[src/rtl/i2cms_pkg.sv]
// Shared types and constants for the I2C master transaction sequencer.
// Phase encoding, operation and control codes, engine status codes, register indexes.
// No dependencies.
package i2cms_pkg;

  localparam int unsigned WRITE_DEPTH_DEF  = 16;
  localparam int unsigned READ_LEN_MAX_DEF = 255;

  localparam logic [7:0] CFG_RESET_TICKS    = 8'd2;
  localparam logic [6:0] RESET_TARGET_ADDR  = 7'd0;
  localparam logic [7:0] TIMER_MAX          = 8'hFF;

  typedef enum logic [3:0] {
    PH_IDLE          = 4'd0,
    PH_GEN_START     = 4'd1,
    PH_GEN_RESTART   = 4'd2,
    PH_WAIT_START    = 4'd3,
    PH_SLA_W         = 4'd4,
    PH_SLA_R         = 4'd5,
    PH_WAIT_SLA_ACK  = 4'd6,
    PH_SEND_DATA     = 4'd7,
    PH_WAIT_DATA_ACK = 4'd8,
    PH_RECV_ARM      = 4'd9,
    PH_RECV_WAIT     = 4'd10,
    PH_GEN_STOP      = 4'd11,
    PH_WAIT_STOP     = 4'd12
  } phase_t;

  typedef enum logic [1:0] {
    OP_LOAD  = 2'd0,
    OP_START = 2'd1,
    OP_POLL  = 2'd2,
    OP_TICK  = 2'd3
  } op_t;

  typedef enum logic [1:0] {
    CFG_ACK_TIMEOUT  = 2'd0,
    CFG_STOP_WAIT    = 2'd1,
    CFG_RECV_TIMEOUT = 2'd2
  } cfg_index_t;

  localparam logic [1:0] CTL_KEEP  = 2'd0;
  localparam logic [1:0] CTL_SET   = 2'd1;
  localparam logic [1:0] CTL_CLEAR = 2'd2;

  localparam logic [7:0] ST_START      = 8'h08;
  localparam logic [7:0] ST_RESTART    = 8'h10;
  localparam logic [7:0] ST_SLA_W_ACK  = 8'h18;
  localparam logic [7:0] ST_DATA_ACK   = 8'h28;
  localparam logic [7:0] ST_SLA_R_ACK  = 8'h40;
  localparam logic [7:0] ST_RX_ACK     = 8'h50;
  localparam logic [7:0] ST_RX_NACK    = 8'h58;

  typedef struct packed {
    logic       busy_res;
    logic [7:0] read_byte;
    logic       read_valid;
    logic       clear_irq;
    logic [7:0] tx_byte;
    logic       write_strobe;
    logic [1:0] ack_ctl;
    logic [1:0] stop_ctl;
    logic [1:0] start_ctl;
  } result_t;

endpackage

[src/rtl/i2c_master_transaction_sequencer_top.sv]
// I2C master transaction sequencer, top level.
// Depends on i2cms_pkg and i2cms_wbuf.
//
// One item is taken per clock while no unaccepted result stalls the input, and gives
// exactly one result; a result register separates the two stream sides, so a new item
// is taken while the previous result waits as long as the result is taken in the same
// cycle. The write bytes sit in a registered-read buffer that is prefetched at the next
// send index, so sending a byte needs no wait for the buffer read. Buffer entries never
// loaded read as undefined. No clearing pass after reset.
module i2c_master_transaction_sequencer_top #(
  parameter int unsigned WRITE_DEPTH  = i2cms_pkg::WRITE_DEPTH_DEF,
  parameter int unsigned READ_LEN_MAX = i2cms_pkg::READ_LEN_MAX_DEF
) (
  input  logic        clk,
  input  logic        rst,
  input  logic        s_tvalid,
  output logic        s_tready,
  // slave_addr[6:0] mode[7] write_len[12:8] read_len[20:13] byte_in[28:21]
  // irq_flag[29] hw_status[37:30], zero pad [39:38]
  input  logic [39:0] s_tdata,
  // op[1:0]
  input  logic [1:0]  s_tuser,
  output logic        m_tvalid,
  input  logic        m_tready,
  // start_ctl[1:0] stop_ctl[3:2] ack_ctl[5:4] write_strobe[6] tx_byte[14:7]
  // clear_irq[15] read_valid[16] read_byte[24:17] busy_res[25], zero pad [31:26]
  output logic [31:0] m_tdata,
  // done_res
  output logic        m_tlast,
  input  logic        cfg_valid,
  output logic        cfg_ready,
  input  logic [1:0]  cfg_index,
  input  logic [7:0]  cfg_data
);
  import i2cms_pkg::*;

  localparam int unsigned IW = $clog2(WRITE_DEPTH + 1);
  localparam int unsigned AW = (WRITE_DEPTH > 1) ? $clog2(WRITE_DEPTH) : 1;
  localparam logic [IW-1:0] DEPTH_IDX = IW'(WRITE_DEPTH);

  logic [7:0] ack_timeout_ticks, stop_wait_ticks, receive_timeout_ticks;

  phase_t        phase, phase_next;
  logic          active_mode, active_mode_next;
  logic [6:0]    target_addr, target_addr_next;
  logic [IW-1:0] write_index, write_index_next;
  logic [4:0]    bytes_left_to_send, bytes_left_to_send_next;
  logic [7:0]    bytes_left_to_read, bytes_left_to_read_next;
  logic          timer_enable, timer_enable_next;
  logic [7:0]    timer_count, timer_count_next;

  logic    out_valid;
  result_t out_res, res;
  logic    out_done, done;

  logic       accept;
  op_t        op;
  logic [6:0] slave_addr;
  logic       mode;
  logic [4:0] write_len;
  logic [7:0] read_len, byte_in, hw_status;
  logic       irq_flag;

  logic          buf_we;
  logic [7:0]    buf_rd_data;
  logic          idx_valid;
  logic [IW-1:0] rd_index;

  assign op         = op_t'(s_tuser);
  assign slave_addr = s_tdata[6:0];
  assign mode       = s_tdata[7];
  assign write_len  = s_tdata[12:8];
  assign read_len   = s_tdata[20:13];
  assign byte_in    = s_tdata[28:21];
  assign irq_flag   = s_tdata[29];
  assign hw_status  = s_tdata[37:30];

  assign s_tready  = !out_valid || m_tready;
  assign accept    = s_tvalid && s_tready;
  assign cfg_ready = 1'b1;
  assign idx_valid = write_index < DEPTH_IDX;

  assign buf_we   = accept && (op == OP_LOAD) && (phase == PH_IDLE) && idx_valid;
  assign rd_index = accept ? write_index_next : write_index;

  i2cms_wbuf #(
    .DEPTH (WRITE_DEPTH),
    .AW    (AW)
  ) u_wbuf (
    .clk     (clk),
    .wr_en   (buf_we),
    .wr_addr (write_index[AW-1:0]),
    .wr_data (byte_in),
    .rd_addr (rd_index[AW-1:0]),
    .rd_data (buf_rd_data)
  );

  // Next phase
  always_comb begin
    phase_next = phase;
    unique case (op)
      OP_START: begin
        if (phase == PH_IDLE) phase_next = PH_GEN_START;
      end
      OP_POLL: begin
        unique case (phase)
          PH_GEN_START, PH_GEN_RESTART: phase_next = PH_WAIT_START;
          PH_WAIT_START: begin
            if (irq_flag) begin
              priority if (hw_status == ST_START) phase_next = PH_SLA_W;
              else if (hw_status == ST_RESTART && active_mode) phase_next = PH_SLA_R;
              else phase_next = PH_GEN_STOP;
            end
          end
          PH_SLA_W, PH_SLA_R: phase_next = PH_WAIT_SLA_ACK;
          PH_WAIT_SLA_ACK: begin
            if (irq_flag) begin
              priority if (hw_status == ST_SLA_W_ACK) phase_next = PH_SEND_DATA;
              else if (hw_status == ST_SLA_R_ACK && active_mode) phase_next = PH_RECV_ARM;
              else phase_next = PH_GEN_STOP;
            end else if (timer_count >= ack_timeout_ticks) begin
              phase_next = PH_GEN_STOP;
            end
          end
          PH_SEND_DATA: begin
            if (bytes_left_to_send != '0) phase_next = PH_WAIT_DATA_ACK;
            else phase_next = active_mode ? PH_GEN_RESTART : PH_GEN_STOP;
          end
          PH_WAIT_DATA_ACK: begin
            if (irq_flag) begin
              phase_next = (hw_status == ST_DATA_ACK) ? PH_SEND_DATA : PH_GEN_STOP;
            end else if (timer_count >= ack_timeout_ticks) begin
              phase_next = PH_GEN_STOP;
            end
          end
          PH_RECV_ARM: phase_next = PH_RECV_WAIT;
          PH_RECV_WAIT: begin
            if (irq_flag) begin
              phase_next = (hw_status == ST_RX_ACK) ? PH_RECV_ARM : PH_GEN_STOP;
            end else if (timer_count >= receive_timeout_ticks) begin
              phase_next = PH_GEN_STOP;
            end
          end
          PH_GEN_STOP: phase_next = PH_WAIT_STOP;
          PH_WAIT_STOP: begin
            if (timer_count >= stop_wait_ticks) phase_next = PH_IDLE;
          end
          default: phase_next = phase;
        endcase
      end
      default: phase_next = phase;
    endcase
  end

  // Outputs and datapath state
  always_comb begin
    res                     = '0;
    done                    = 1'b0;
    active_mode_next        = active_mode;
    target_addr_next        = target_addr;
    write_index_next        = write_index;
    bytes_left_to_send_next = bytes_left_to_send;
    bytes_left_to_read_next = bytes_left_to_read;
    timer_enable_next       = timer_enable;
    timer_count_next        = timer_count;
    unique case (op)
      OP_LOAD: begin
        if (phase == PH_IDLE && idx_valid) write_index_next = write_index + 1'b1;
      end
      OP_START: begin
        if (phase == PH_IDLE) begin
          target_addr_next        = slave_addr;
          active_mode_next        = mode;
          bytes_left_to_send_next = (32'(write_len) > WRITE_DEPTH) ? 5'(WRITE_DEPTH)
                                                                   : write_len;
          bytes_left_to_read_next = (32'(read_len) > READ_LEN_MAX) ? 8'(READ_LEN_MAX)
                                                                   : read_len;
          write_index_next        = '0;
          timer_count_next        = '0;
          timer_enable_next       = 1'b0;
        end
      end
      OP_POLL: begin
        unique case (phase)
          PH_GEN_START: res.start_ctl = CTL_SET;
          PH_GEN_RESTART: begin
            res.start_ctl = CTL_SET;
            res.clear_irq = 1'b1;
          end
          PH_WAIT_START: begin
            if (irq_flag) res.start_ctl = CTL_CLEAR;
          end
          PH_SLA_W, PH_SLA_R: begin
            res.write_strobe  = 1'b1;
            res.tx_byte       = {target_addr, (phase == PH_SLA_R)};
            res.clear_irq     = 1'b1;
            timer_count_next  = '0;
            timer_enable_next = 1'b1;
          end
          PH_WAIT_SLA_ACK, PH_WAIT_DATA_ACK: begin
            if (irq_flag) begin
              timer_count_next  = '0;
              timer_enable_next = 1'b0;
            end
          end
          PH_SEND_DATA: begin
            if (bytes_left_to_send != '0) begin
              res.write_strobe        = 1'b1;
              res.tx_byte             = idx_valid ? buf_rd_data : 8'd0;
              res.clear_irq           = 1'b1;
              bytes_left_to_send_next = bytes_left_to_send - 1'b1;
              if (idx_valid) write_index_next = write_index + 1'b1;
              timer_count_next        = '0;
              timer_enable_next       = 1'b1;
            end
          end
          PH_RECV_ARM: begin
            timer_count_next  = '0;
            timer_enable_next = 1'b1;
            res.ack_ctl       = (bytes_left_to_read > 8'd1) ? CTL_SET : CTL_CLEAR;
            res.clear_irq     = 1'b1;
          end
          PH_RECV_WAIT: begin
            if (irq_flag && (hw_status == ST_RX_ACK || hw_status == ST_RX_NACK)) begin
              timer_count_next  = '0;
              timer_enable_next = 1'b0;
              res.read_valid    = 1'b1;
              res.read_byte     = byte_in;
              if (hw_status == ST_RX_NACK) bytes_left_to_read_next = '0;
              else if (bytes_left_to_read != '0)
                bytes_left_to_read_next = bytes_left_to_read - 1'b1;
            end
          end
          PH_GEN_STOP: begin
            timer_count_next  = '0;
            timer_enable_next = 1'b1;
            res.stop_ctl      = CTL_SET;
            res.clear_irq     = 1'b1;
          end
          PH_WAIT_STOP: begin
            if (timer_count >= stop_wait_ticks) begin
              timer_count_next  = '0;
              timer_enable_next = 1'b0;
              res.stop_ctl      = CTL_CLEAR;
              done              = 1'b1;
              write_index_next  = '0;
            end
          end
          default: res = '0;
        endcase
      end
      OP_TICK: begin
        if (timer_enable && timer_count < TIMER_MAX) timer_count_next = timer_count + 1'b1;
      end
      default: res = '0;
    endcase
    res.busy_res = (phase_next != PH_IDLE);
  end

  always_ff @(posedge clk) begin
    if (rst) begin
      phase              <= PH_IDLE;
      active_mode        <= 1'b0;
      target_addr        <= RESET_TARGET_ADDR;
      write_index        <= '0;
      bytes_left_to_send <= '0;
      bytes_left_to_read <= '0;
      timer_enable       <= 1'b0;
      timer_count        <= '0;
    end else if (accept) begin
      phase              <= phase_next;
      active_mode        <= active_mode_next;
      target_addr        <= target_addr_next;
      write_index        <= write_index_next;
      bytes_left_to_send <= bytes_left_to_send_next;
      bytes_left_to_read <= bytes_left_to_read_next;
      timer_enable       <= timer_enable_next;
      timer_count        <= timer_count_next;
    end
  end

  always_ff @(posedge clk) begin
    if (rst) begin
      ack_timeout_ticks     <= CFG_RESET_TICKS;
      stop_wait_ticks       <= CFG_RESET_TICKS;
      receive_timeout_ticks <= CFG_RESET_TICKS;
    end else if (cfg_valid) begin
      unique case (cfg_index)
        CFG_ACK_TIMEOUT:  ack_timeout_ticks     <= cfg_data;
        CFG_STOP_WAIT:    stop_wait_ticks       <= cfg_data;
        CFG_RECV_TIMEOUT: receive_timeout_ticks <= cfg_data;
        default: ;
      endcase
    end
  end

  // Result register
  always_ff @(posedge clk) begin
    if (rst) begin
      out_valid <= 1'b0;
    end else if (accept) begin
      out_valid <= 1'b1;
    end else if (m_tready) begin
      out_valid <= 1'b0;
    end
  end

  always_ff @(posedge clk) begin
    if (accept) begin
      out_res  <= res;
      out_done <= done;
    end
  end

  assign m_tvalid = out_valid;
  assign m_tdata  = {6'd0, out_res};
  assign m_tlast  = out_done;

endmodule

[src/rtl/i2cms_wbuf.sv]
// Write byte buffer: single-port-write, registered-read memory.
// A write to the address being read in the same cycle is forwarded. No dependencies.
module i2cms_wbuf #(
  parameter int unsigned DEPTH = 16,
  parameter int unsigned AW    = 4
) (
  input  logic          clk,
  input  logic          wr_en,
  input  logic [AW-1:0] wr_addr,
  input  logic [7:0]    wr_data,
  input  logic [AW-1:0] rd_addr,
  output logic [7:0]    rd_data
);

  logic [7:0] mem [DEPTH];

  always_ff @(posedge clk) begin
    if (wr_en) begin
      mem[wr_addr] <= wr_data;
    end
  end

  always_ff @(posedge clk) begin
    if (wr_en && (wr_addr == rd_addr)) begin
      rd_data <= wr_data;
    end else begin
      rd_data <= mem[rd_addr];
    end
  end

endmodule

[config.mk]
export PLATFORM = sky130hd
export DESIGN_NAME = i2c_master_transaction_sequencer_top
export DESIGN_NICKNAME = d
export VERILOG_FILES = /design/src/rtl/i2cms_pkg.sv /design/src/rtl/i2c_master_transaction_sequencer_top.sv /design/src/rtl/i2cms_wbuf.sv
export SDC_FILE = /design/constraint.sdc
export NUM_CORES = 1
export LEC_CHECK = 0
export ABC_AREA = 1
export BUFFER_PORTS_ARGS = -buffer_cell sky130_fd_sc_hd__buf_4
export CAP_MARGIN = 5
export CORE_AREA = 2 2 147 149
export DETAILED_ROUTE_END_ITERATION = 10
export DIE_AREA = 0 0 149 151
export GPL_TIMING_DRIVEN = 0
export PLACE_DENSITY = 0.81
export SYNTH_ARGS = -nofsm -noshare
export SYNTH_HDL_FRONTEND = slang
export SYNTH_HIERARCHICAL = 1
export SYNTH_SLANG_ARGS = --single-unit
[constraint.sdc]
create_clock -name clk -period 3.1 [get_ports clk]
set_input_delay 0.31 -clock clk [delete_from_list [all_inputs] [get_ports clk]]
set_output_delay 0.31 -clock clk [all_outputs]
set_load 0.05 [all_outputs]
; ---- Word level (Yosys, flattened, before mapping)
; Memories as Yosys holds them, arrays and structs flattened. A register that Yosys moved wholly into a read port is not among the register bits.
; Index checks and enable logic that the tools add are counted.
[totals]
output_inout_bits = 36
ram_bits = 128
reg_bits = 91
elab_cells = 181
memories = 1
in_bits = 57
[mem_list]
columns = name, words, width, rd, rd_ports_with_merged_regs, wr, line
row1 = u_wbuf.mem, 16, 8, 1, 1, 1, i2cms_wbuf.sv:15  ; logic [7:0] mem [DEPTH];
[op_classes]
n_reduce_logical = 40
n_lt_le_gt_ge = 7
eq_ne = 39
addsub = 4
n_mux = 67
[ops]
columns = op, count
row1 = $mux 8, 12
row2 = $mux 4, 15
row3 = $mux 5, 9
row4 = $pmux 4 s10, 1
row5 = $pmux 8 s5, 1
row6 = $eq 8x7->1 const B, 3
row7 = $ge 8x8->1, 3
row8 = $pmux 8 s3, 1
row9 = $eq 4x4->1 const B, 5
row10 = $pmux 5 s2, 2
row11 = $ne 3x3->1 const B, 6
row12 = $pmux 9 s2, 1
row13 = $eq 4x3->1 const B, 4
row14 = $eq 8x5->1 const B, 2
row15 = $pmux 8 s2, 1
row16 = $reduce_and 8->1, 2
row17 = $pmux 5 s3, 1
row18 = $reduce_and 2->1, 6
row19 = $mux 1, 11
row20 = $mux 10, 1
row21 = $mux 2, 5
row22 = $logic_and 1x1->1, 9
row23 = $reduce_and 9->1, 1
row24 = $add 8x1->8 const B, 1
row25 = 36 further kinds, 54

; ---- Logic depth before layout (Yosys ltp)
; Gate-level depths: netlist (run 1).
[logic_depth]
ltp_word = 8
depth_mapped = 16
ltp_nobuf = 16

; ---- Cells and area by module
; The synthesis (run 1) kept the hierarchy.
[by_module_without_submodules]
columns = mod, cells_each, seq_area_each_um2, instances, area_each_um2
row1 = i2cms_wbuf, 547, 3923.8, 1, 5686.7
row2 = i2c_master_transaction_sequencer_top, 809, 2092.0, 1, 5632.9

; ---- Least setup slack after synthesis (run 1)
; Ideal clock, no wire load.
[synth_path]
path_kind = reg2reg
start = register out_valid (netlist: m_tvalid)
end = register timer_count[1]
t_required_ns = 2.985
stages_incl_launch_ff = 11
t_arrival_ns = 2.772
setup_ns = 0.115
path_slack_ns = 0.213
period_less_slack_ns = 2.887
n_path_buf = 0
cell_sequence = dfxtp_1 > nand2_1 > nand2_2 > inv_1 > nand2_1 > nand3b_1 > nor2_4 > nand3_4 > nand2_1 > o21ai_1 > and2_1
[synth_between]
elab_chain_len = 4
[synth_lines]
columns = element, line
row1 = start: declaration, i2c_master_transaction_sequencer_top.sv:52  ; logic out_valid;
row2 = start signal: assignment, i2c_master_transaction_sequencer_top.sv:300  ; out_valid <= 1'b0;
row3 = start signal: assignment, i2c_master_transaction_sequencer_top.sv:302  ; out_valid <= 1'b1;
row4 = start signal: assignment, i2c_master_transaction_sequencer_top.sv:304  ; out_valid <= 1'b0;
row5 = $logic_not 1->1, i2c_master_transaction_sequencer_top.sv:78  ; assign s_tready = !out_valid || m_tready;
row6 = $logic_or 1x1->1, i2c_master_transaction_sequencer_top.sv:78
row7 = via s_tready, i2c_master_transaction_sequencer_top.sv:17  ; output logic s_tready,
row8 = $logic_and 1x1->1, i2c_master_transaction_sequencer_top.sv:79  ; assign accept = s_tvalid && s_tready;
row9 = via accept, i2c_master_transaction_sequencer_top.sv:56  ; logic accept;
row10 = $reduce_and 9->1 (no line), n/a
row11 = end signal: assignment, i2c_master_transaction_sequencer_top.sv:278  ; timer_count <= timer_count_next;
row12 = end: declaration, i2c_master_transaction_sequencer_top.sv:50  ; logic [7:0] timer_count, timer_count_next;
; The timed path passes the listed nets, and every way through them passes these cells.
; A chain may end at the register's enable or synchronous reset.

; ---- Worst setup path in the final report (run 1)
[layout_path]
start = register phase[2]
end = memory u_wbuf.mem[6][0], enable pin
[layout_between]
elab_chain_len = 5
[layout_lines]
columns = element, line
row1 = start: declaration, i2c_master_transaction_sequencer_top.sv:43  ; phase_t phase, phase_next;
row2 = start signal: assignment, i2c_master_transaction_sequencer_top.sv:271  ; phase <= phase_next;
row3 = $logic_not 4->1, i2c_master_transaction_sequencer_top.sv:83  ; assign buf_we = accept && (op == OP_LOAD) && (phase == PH_IDLE) && idx_valid;
row4 = $logic_and 1x1->1 (2 in series), i2c_master_transaction_sequencer_top.sv:83
row5 = via buf_we, i2c_master_transaction_sequencer_top.sv:64  ; logic buf_we;
row6 = $mux 1, i2cms_wbuf.sv:18  ; if (wr_en) begin
row7 = $mux 1 (implied by the code), i2cms_wbuf.sv:19  ; mem[wr_addr] <= wr_data;
row8 = end: declaration, i2cms_wbuf.sv:15
; The timed path passes the listed nets, and every way through them passes these cells.

==> results.toml, run 1 <==
[drt]
met3_wirelength_mm = 2.12
drt-initial-drc-count = 716
avgViaCountPerCell = 5.38
top_layer_used = "met4"
route.final.wire_length_mm = 29.5
firstDrtPassIters = 7
detail_route.drc_violations = 0
ant_nets = 0
vias = 9485
drt-wirelength-per-cell_um = 16.7
detailroute.wirelength.met2_mm = 14.7
detail_route.wirelength.met1_mm = 11.5

[yosys]
synth_area_sq_um = 11300
synth_largest_area_cell = "edfxtp_1"
synth_top_cells_by_area = "edfxtp_1 41%, dfxtp_1 12%, nand2_1 11%, inv_1 7.1%, nand3_1 6.7%"
yosysTopAreaCellShare = 0.411
postSynthAreaPerCell_sq_um = 8.35
unique_cell_type_count_in_the_yosys_netlist = 41
syn-instance-count = 1356
ys_dominant_reg_cell = "edfxtp_1"
ys_seq_elements = 223
synth_edf_count = 155
ys_warn_count = 6
synth-async-reset-ratio = 0
seq_area_frac_synth = 0.531

[critical_path]
crit_path_cell_trace = "inv_2, nand2_2, inv_2, nand2_1, inv_1, nand3_1, nor2_1, nand3b_1, nor2_1"
critPathMaxStageDelay_ns = 0.77
critical_path.max_fanout = 8
timing.critical_path.from = "phase[2]"
crit_buf_inv = 3
cpMaxStageDelayCell = "nor2_1"
worstRegToRegCells = 9
setup.reg_to_reg.worst_slack_ns = 0.36
timing.rr.end = "u_wbuf/mem[6][0]"
regToRegStartpoint = "phase[2]"
worstSetupPathType = "reg2reg"
cp-start-kind = "flip-flop"
worstSetupEndpointType = "flip-flop"
crit_required_ns = 3.24
critical_path_cell_count = 9
critical_path_arrival_ns = 2.88
crit_family = "simple AND/OR/NAND/NOR gates"
critical_path.endpoint = "u_wbuf/mem[6][0]"

[pwr]
report.power.total_mw = 7.20
cellLeakagePower_nw = 5.86
switching_part_of_the_total_power = 0.270
power.ir.vdd_worst_uv = 368
internal-power_mw = 5.26
power.share.combinational = 0.142
total_switching_power_mw = 1.94
seq_power_share = 0.458
power.density_nw_per_um2 = 549
clock_share_of_power = 0.400

[placed_design]
place_area_sq_um = 12300
globalplace.congestion = 0.952
pre_cts_ws_ns = 0.0909
port_buffers = 83
dp.final_hpwl_mm = 20.9

[sta]
fin_ws_ns = 0.361
timing_hold_violations_final = 0
clock.fmax_mhz = 365
max_slew_margin = 0.336
unrepaired_setup_endpoints_after_global_routing = "false"
post-route-min-period_ns = 2.74
timing.clock.skew_ns = 0.0176
setup-tns-final_ns = 0
finalSetupViolations = 0
timing.final.crit_share = 0.883
worst-slew-pin-transition_ns = 0.992
maxSlewViolCount = 0

[global_routing]
antenna_violations_before_repair = 0
grt_util_all_layers = 0.263
global_route_wire_length_before_repair_mm = 46.0
grt_start_max_net_pins = 33
globalRouteOverflowTotal = 0
vias_in_the_first_global_route = 9093

[clock_network]
postCtsResizedCells = 0
clk_pin_slew_worst_paths_ns = 0.06
hold_buffers = 0
cts-htree-levels = 1
worstSkewPairLatency_ns = 0.53
post_cts_setup_repair_bufs = 0
number_of_buffers_created_by_cts = 24
clkSinkCount = 223
tritoncts = "yes"
max-clock-path-buffers = 3
clockRootBuffer = "clkbuf_16"

[floorplanning]
die_w_um = 149
start_util = 0.544
total_die_area_sq_um = 22500
num_rows = 53
ios = 93
die_h_um = 151
floorplan.core_area_sq_um = 20800

[outcome]
run_status = "finished, final reports clean"

[final_layout]
n_fill_cell = 1797
drive_above_1_share = 0.121
final_area_sq_um = 13100
multi_input_comb_area_sq_um = 4180
n_antenna_cell = 0
area_overhead_vs_synth_pct = 15.8
total_area_of_sequential_cells_sq_um = 6020
nets = 1561

[flow_run]
max-cap-violations = 0

[worst_hold_path]
hold_path.class = "in2reg"
whs_path_depth = 3
-- metrics by stage --
step / util / cells / hold slack, ns
floorplan: - / 1361 / 0.409
finish: 0.629 / 1763 / 0.0144
global placement: 0.591 / 1719 / 0.438
CTS: 0.629 / 1763 / 0.00623
global route: 0.629 / 1763 / 0.000228
detailed placement: 0.591 / 1719 / 0.446
-- layer usage --
layer | vias up | track usage
met5 | - | 0
met4 | 0 | 0.106
met3 | 74 | 0.0358
met2 | 407 | 0.469
met1 | 4370 | 0.322
li1 | 4634 | -
-- cell usage after synthesis, types with 11 or more instances --
library cell    n
buf_2          15
ha_1           34
nor3_1         11
inv_1         215
nor2_1        105
nand4_1        15
a21oi_1        72
edfxtp_1      155
buf_4          12
nand3_1       151
o21ai_0        57
dfxtp_1        68
clkbuf_1       16
nand2_1       346
-- power by group through the flow --
stage | clock network [mW] | registers, mW | logic [mW]
6_report | 2.88 | 3.29 | 1.02
5_1_grt | 3.03 | 3.30 | 1.12
4_1_cts | 2.91 | 3.29 | 1.01
3_5_place_dp | 0 | 3.36 | 1.00
3_3_place_gp | 0 | 3.36 | 0.980
2_1_floorplan | 0 | 3.42 | 0.593
-- layout make-up --
type | count | area share
Clock buffer | 29 | 0.0473
Sequential cell | 223 | 0.459
Tap cell | 275 | 0.0263
Timing Repair Buffer | 83 | 0.0475
Buffer | 50 | 0.0226
Clock inverter | 15 | 0.0136
Inverter | 226 | 0.0650
Multi-Input combinational cell | 862 | 0.319
-- placed cells by master, fill, tap and decap left out, drive strengths merged, types with 3 or more instances in the layout --
cell      Yosys  final
nand2       350    350
a31oi         7      7
dfxtp        68     68
o21ai        68     68
a21oi        72     72
nor3         11     11
edfxtp      155    155
xor2          7      7
nor3b         3      3
nand4        15     15
conb          2      7
inv         225    224
xnor2         3      3
clkbuf       16     45
nand3b        3      3
nand3       152    152
nor2        113    113
bufinv        0      3
ha           34     34
clkinv        1     10
buf          34    117
clkinvlp      0      4
-- cell families after synthesis --
group / Yosys count / synth area share
compound gates: 160 / 0.0758
xor+xnor: 10 / 0.00774
flops: 223 / 0.531
simple gates: 651 / 0.246
fa+ha+maj: 34 / 0.0376
buf+inv: 276 / 0.101
other cells: 2 / 0.000663
-- worst min path at each step --
stage            startpoint          endpoint  slack [ns]
3_3_place_gp   timer_enable      timer_enable        0.44
5_1_grt          s_tdata[2]    target_addr[2]      0.0002
6_report         s_tdata[6]    target_addr[6]        0.01
2_1_floorplan   s_tdata[21]  u_wbuf/mem[0][0]        0.41
3_5_place_dp   timer_enable      timer_enable        0.45
4_1_cts          s_tdata[2]    target_addr[2]       0.006
-- tightest hold or removal path, stage by stage --
cell and delay (ns):
buf_4 0.08, nor2_1 0.04, nor2_1 0.08
-- sequential cells by signal, summed over array words and instances (netlist names), 4 cells and up, named ones only --
signal	cells
stop_wait_ticks	8
timer_count	8
write_index	5
m_tdata	26
bytes_left_to_send	5
target_addr	7
bytes_left_to_read	8
u_wbuf/mem	128
ack_timeout_ticks	8
phase	4
receive_timeout_ticks	8
(Power assumes the default switching activity.)
==> inputs of run 2 (changes only) <==
ABC_AREA = unset   (was 1)
CORE_AREA = 2 2 143 145   (was 2 2 147 149)
DIE_AREA = 0 0 145 147   (was 0 0 149 151)
clock period = 2.65 ns   (was 3.1 ns; I/O delays follow)
==> run 2 against run 1 <==
Compared with the run above: the flow now finishes with violations (negative setup slack); worst setup slack got worse by 0.48 ns; utilization rose by 1.8 points; critical path depth fell by 2; synthesized cell count fell by 37%; via count fell by 19%; global-route usage fell by 2.0 points; combinational power fell by 24%; sequential share of layout area rose by 0.94 points; die area fell by 5.3%; worst hold slack improved by 0.023 ns; largest cell class unchanged; highest routed layer unchanged.
==> results.toml, run 2 <==
[critical_path]
worstRegToRegCells = 7
setup.reg_to_reg.worst_slack_ns = -0.12
critical_path.most_common_cell = "nor2_4"
regToRegStartpoint = "phase[1]"
critical_path_arrival_ns = 2.93
critical_path.max_fanout = 10
worstSetupEndpointType = "flip-flop"
cpMaxStageDelayCell = "or4_4"
timing.rr.end = "u_wbuf/mem[7][1]"
crit_path_cell_trace = "buf_6, or4_4, nor2_4, nand2_2, nor2_4, nand3b_1, nor2_2"
cp-start-kind = "flip-flop"
crit_required_ns = 2.81
critPathMaxStageDelay_ns = 0.59
worstSetupPathType = "reg2reg"

[sta]
timing.clock.skew_ns = 0.0100
fin_ws_ns = -0.116
timing.final.crit_share = 1.04
clock.fmax_mhz = 362
timing_hold_violations_final = 0
max_slew_margin = 0.403
maxSlewViolCount = 0
unrepaired_setup_endpoints_after_global_routing = "true"
post-route-min-period_ns = 2.77
finalSetupViolations = 37
worst-slew-pin-transition_ns = 0.894

[yosys]
synth-async-reset-ratio = 0
synth_largest_area_cell = "edfxtp_1"
synth_top_family_by_area = "simple AND/OR/NAND/NOR gates"
synth_area_sq_um = 10700
list_of_most_frequent_post_synthesis_cells = "155 x edfxtp_1, 81 x nor2_1, 68 x dfxtp_1"
synth-compound-area-share = 0.119
post_synth_xor_area_fraction = 0.00164
seq_area_frac_synth = 0.564
unique_cell_type_count_in_the_yosys_netlist = 90
yosys.area_share.adder = 0.0399
multiplexer_fraction_of_the_synthesized_cell_area = 0.0979
yosysTopAreaCellShare = 0.436
synth_simple_gate_area_frac = 0.134
synth_top_cells_by_area = "edfxtp_1 44%, dfxtp_1 13%, ha_1 4.0%, mux4_2 3.8%, mux4_1 3.4%"
ys_seq_elements = 223
postSynthAreaPerCell_sq_um = 12.5
ys_dominant_reg_cell = "edfxtp_1"
synth_edf_count = 155
synth.most_common_cell = "edfxtp_1"
ys_warn_count = 6
syn-instance-count = 856

[final_layout]
most_common_cell_after_layout_fill_and_taps_aside = "edfxtp_1"
final_area_sq_um = 12900
layout.cells.most_common_list = "155 x edfxtp_1, 92 x buf_4, 68 x nor2_1"
final_core_util = 0.648
final-instance-count-excl-fill = 1279
n_antenna_cell = 0
nets = 1083
largest_register_ffs = 128
area_overhead_vs_synth_pct = 20.5
largest-register = "u_wbuf/mem"
drive_above_1_share = 0.226

[floorplanning]
start_util = 0.538
total_die_area_sq_um = 21300
ios = 93
die_h_um = 147
floorplan.core_area_sq_um = 19800
die_w_um = 145
num_rows = 52

[pwr]
cellLeakagePower_nw = 4.75
power.density_nw_per_um2 = 621
power.ir.vdd_worst_uv = 692

[outcome]
run_status = "finished with violations"
failed_checks = "negative setup slack"

[global_routing]
antenna_violations_before_repair = 0
grt_start_max_net_pins = 35
grt_util_all_layers = 0.243
globalRouteOverflowTotal = 0
global_route_wire_length_before_repair_mm = 40.6
vias_in_the_first_global_route = 7491

[drt]
vias = 7668
detail_route.drc_violations = 0
drt-initial-drc-count = 724
avgViaCountPerCell = 6.00
firstDrtPassIters = 6
route.final.wire_length_mm = 26.2
ant_nets = 0
drt-wirelength-per-cell_um = 20.5

[clock_network]
clkSinkCount = 223
worstSkewPairLatency_ns = 0.53
cts-htree-levels = 1
max-clock-path-buffers = 3
tritoncts = "yes"
clockRootBuffer = "clkbuf_16"
clk_pin_slew_worst_paths_ns = 0.06
number_of_buffers_created_by_cts = 23

[placed_design]
port_buffers = 81
place.detailed.instances = 1212
pre_cts_ws_ns = -0.687
dp.final_hpwl_mm = 17.4
globalplace.congestion = 0.936
place_area_sq_um = 11600

[worst_hold_path]
hold_path_startpoint = "s_tdata[8]"
hold_path.class = "in2reg"
min_delay_worst_endpoint = "bytes_left_to_send[0]"
whs_path_depth = 3

[flow_run]
max-cap-violations = 0
[run 2: cell count changes after synthesis, moves of 24 or more]
| cell | previous run | this run |
|---|---|---|
| a21oi_1 | 72 | 32 |
| inv_1 | 215 | 44 |
| mux2i_1 | 0 | 26 |
| nand2_1 | 346 | 49 |
| nand3_1 | 151 | 16 |
| nor2_1 | 105 | 81 |
| o21ai_0 | 57 | 23 |
[run 2: kinds of logic after synthesis]
family | after synthesis
mux | 59
other cells | 2
compound gates | 172
simple gates | 270
buf+inv | 94
xor+xnor | 2
flops | 223
fa+ha+maj | 34
[run 2: power by group]
group	internal, mW	leakage, nW	switching (mW)	total [mW]
combinational	0.303	2.39	0.477	0.780
clock	2.03	0.387	1.37	3.40
sequential	3.77	1.98	0.0303	3.80
[run 2: metal layers]
layer | track usage | vias to the layer above | wire (um)
met5 | 0 | - | 0
met4 | 0.0965 | 0 | 932
met3 | 0.0388 | 65 | 1770
met2 | 0.424 | 348 | 13100
met1 | 0.305 | 3742 | 10300
li1 | - | 3513 | -
[run 2: worst max-delay path, delay by kind of cell, from the launching register on]
family | cells | cell delay (ns)
simple gates | 6 | 1.92
flops | 1 | 0.34
buf+inv | 1 | 0.14
[run 2: metrics by stage]
step           hold slack (ns)  setup TNS (ns)  power, mW
3_5_place_dp             0.487          -42.59       4.60
3_3_place_gp             0.469          -34.70       4.59
2_1_floorplan            0.364          -0.203       4.35
5_1_grt                 0.0422           -5.02       8.22
6_report                0.0377           -2.38       7.98
4_1_cts                 0.0220          -0.708       8.01
[run 2: final cells by class]
cell class / count / area (sq um)
Sequential cell: 223 / 6020
Clock inverter: 15 / 193
Inverter: 46 / 178
Timing Repair Buffer: 106 / 901
Clock buffer: 27 / 601
Fill cell: 1419 / 6990
Multi-Input combinational cell: 544 / 4340
Tap cell: 270 / 338
Buffer: 48 / 285
[run 2: how the worst max path moves through the flow]
stage          cells after the start  startpoint  slack [ns]           endpoint
3_3_place_gp                       7    phase[1]       -0.53   u_wbuf/mem[4][3]
6_report                           7    phase[1]       -0.12   u_wbuf/mem[7][1]
5_1_grt                            7    phase[1]       -0.13  u_wbuf/mem[14][7]
2_1_floorplan                      7    phase[0]      -0.008   u_wbuf/mem[2][0]
3_5_place_dp                       7    phase[1]       -0.69  u_wbuf/mem[12][4]
4_1_cts                            7    phase[1]       -0.03  u_wbuf/mem[13][4]
[run 2: timing repair]
item | in CTS | in global routing
setup endpoints to repair | 129 | 114
hold buffers | 17 | 0
resized for setup | 26 | 10
hold endpoints to repair | 30 | 0
pin swaps | 3 | 7
buffers inserted | 3 | 5
==> inputs of run 3 (changes only) <==
SETUP_SLACK_MARGIN = 0.15   (was unset)
==> run 3 against run 2 <==
Compared with the run above: the run now ends clean; design area increased by 3.2%; die area unchanged; power fell by 0.19%; wire length grew 12%; worst hold slack got worse by 0.012 ns; clock skew increased by 0.011 ns; via count increased by 3.9%; sequential share of layout area down 1.3 points; non-clock buffer count rose by 27; final cell count grew 2.2%; global-route usage increased by 2.6 points; largest power group unchanged.
==> results.toml, run 3 (synthesized netlist as in run 2, its figures left out) <==
[outcome]
run_status = "finished, final reports clean"

[critical_path]
cp-start-kind = "flip-flop"
worstRegToRegCells = 10
timing.critical_path.from = "timer_count[3]"
timing.rr.end = "timer_count[1]"
crit_family = "compound AO/OA/AOI/OAI gates"
critical_path_arrival_ns = 2.98
crit_required_ns = 3.06
critical_path.max_fanout = 7
crit_buf_inv = 2
worstSetupPathType = "reg2reg"
critical_path.endpoint = "timer_count[1]"
critical_path_cell_count = 10
worstSetupEndpointType = "flip-flop"
cpMaxStageDelayCell = "or4_4"
regToRegStartpoint = "timer_count[3]"
setup.reg_to_reg.worst_slack_ns = 0.09
critPathMaxStageDelay_ns = 0.55
crit_path_cell_trace = "ha_4, or4_4, a21oi_4, o311ai_4, a41oi_4, nor3_4, buf_4, and2_4, buf_6, a32o_1"

[clock_network]
max-clock-path-buffers = 3
worstSkewPairLatency_ns = 0.54
tritoncts = "yes"
clk_pin_slew_worst_paths_ns = 0.06
number_of_buffers_created_by_cts = 24
clkSinkCount = 223
cts-htree-levels = 1
clockRootBuffer = "clkbuf_16"

[sta]
clock.fmax_mhz = 390
timing.clock.skew_ns = 0.0213
worst-slew-pin-transition_ns = 0.978
maxSlewViolCount = 0
finalSetupViolations = 0
post-route-min-period_ns = 2.56
timing.final.crit_share = 0.967
unrepaired_setup_endpoints_after_global_routing = "true"
max_slew_margin = 0.347
setup-tns-final_ns = 0
fin_hold_ws_ns = 0.0260
timing_hold_violations_final = 0
fin_ws_ns = 0.0870

[floorplanning]
num_rows = 52
start_util = 0.538
die_w_um = 145
ios = 93
die_h_um = 147
floorplan.core_area_sq_um = 19800
total_die_area_sq_um = 21300

[final_layout]
n_fill_cell = 1368
nets = 1111
largest-register = "u_wbuf/mem"
final_area_sq_um = 13300
largest_register_ffs = 128
area_overhead_vs_synth_pct = 24.3
drive_above_1_share = 0.267
n_antenna_cell = 0
total_area_of_sequential_cells_sq_um = 6040
multi_input_comb_area_sq_um = 4460
layout.cells.most_common_list = "155 x edfxtp_1, 114 x buf_4, 68 x nor2_1"
most_common_cell_after_layout_fill_and_taps_aside = "edfxtp_1"

[global_routing]
global_route_wire_length_before_repair_mm = 44.4
antenna_violations_before_repair = 0
grt_start_max_net_pins = 35
globalRouteOverflowTotal = 0
vias_in_the_first_global_route = 7880
grt_util_all_layers = 0.269

[placed_design]
place_area_sq_um = 11700
pre_cts_ws_ns = -0.238
dp.final_hpwl_mm = 17.6
port_buffers = 81
globalplace.congestion = 0.951

[drt]
detail_route.drc_violations = 0
ant_nets = 0
vias = 7965
firstDrtPassIters = 7
drt-initial-drc-count = 816
route.final.wire_length_mm = 29.4
drt-wirelength-per-cell_um = 22.5
avgViaCountPerCell = 6.09

[flow_run]
max-cap-violations = 0

[worst_hold_path]
hold_path_startpoint = "s_tdata[8]"
hold_path.class = "in2reg"

[pwr]
power.density_nw_per_um2 = 601
power.ir.vdd_worst_uv = 556
report.power.total_mw = 7.97
cellLeakagePower_nw = 4.95
## run 3: changes by cell type in the layout (fill, tap and decap cells not counted), sizes merged
cell,previous run,this run
bufinv,4,2
buf,116,144
clkinvlp,2,0
dlygate4sd3,17,16
inv,45,46
clkbuf,45,49
## run 3: how the worst min path moves through the flow
stage                            end  slack (ns)  cells past startpoint
5_1_grt        bytes_left_to_send[0]        0.04                      3
3_5_place_dp   bytes_left_to_read[7]        0.47                      2
2_1_floorplan       u_wbuf/mem[0][0]        0.36                      0
3_3_place_gp   bytes_left_to_read[7]        0.47                      2
4_1_cts               target_addr[1]        0.01                      3
6_report       bytes_left_to_send[0]        0.03                      3
## run 3: repair_timing
action / in CTS / in global routing
gates resized for setup: 33 / 36
pin swaps: 11 / 18
endpoints found under the hold margin: 27 / 0
hold buffers: 16 / 0
cloned: 0 / 0
setup buffers: 22 / 14
setup endpoints to repair: 139 / 114
## run 3: tightest hold or removal path, cell delays in order
cell	delay (ns)
buf_4	0.11
nand4_1	0.07
a21oi_1	0.06
## run 3: cell type report
cell class / count / share of cell area
clock buffer: 31 / 0.0504
clock inverter: 12 / 0.00887
tap: 270 / 0.0255
timing repair buffer: 133 / 0.0883
inverter: 46 / 0.0141
buffer: 48 / 0.0219
sequential: 223 / 0.455
multi-input combinational: 544 / 0.336
## run 3: metrics by stage
step	utilization	cells
3_3_place_gp	0.589	1212
4_1_cts	0.656	1293
3_5_place_dp	0.589	1212
2_1_floorplan	-	861
5_1_grt	0.668	1307
6_report	0.668	1307
## run 3: where the power goes
group,switching [mW],internal [mW]
clock,1.43,1.90
combinational,0.504,0.326
sequential,0.0313,3.77
total,1.97,6.00
## run 3: per-layer routing
metal  track usage  vias to the layer above  share of wire
met5             0                        -              0
met4         0.123                        0          0.052
met3        0.0388                      117          0.079
met2         0.479                      465           0.51
met1         0.325                     3815           0.36
li1              -                     3568              -
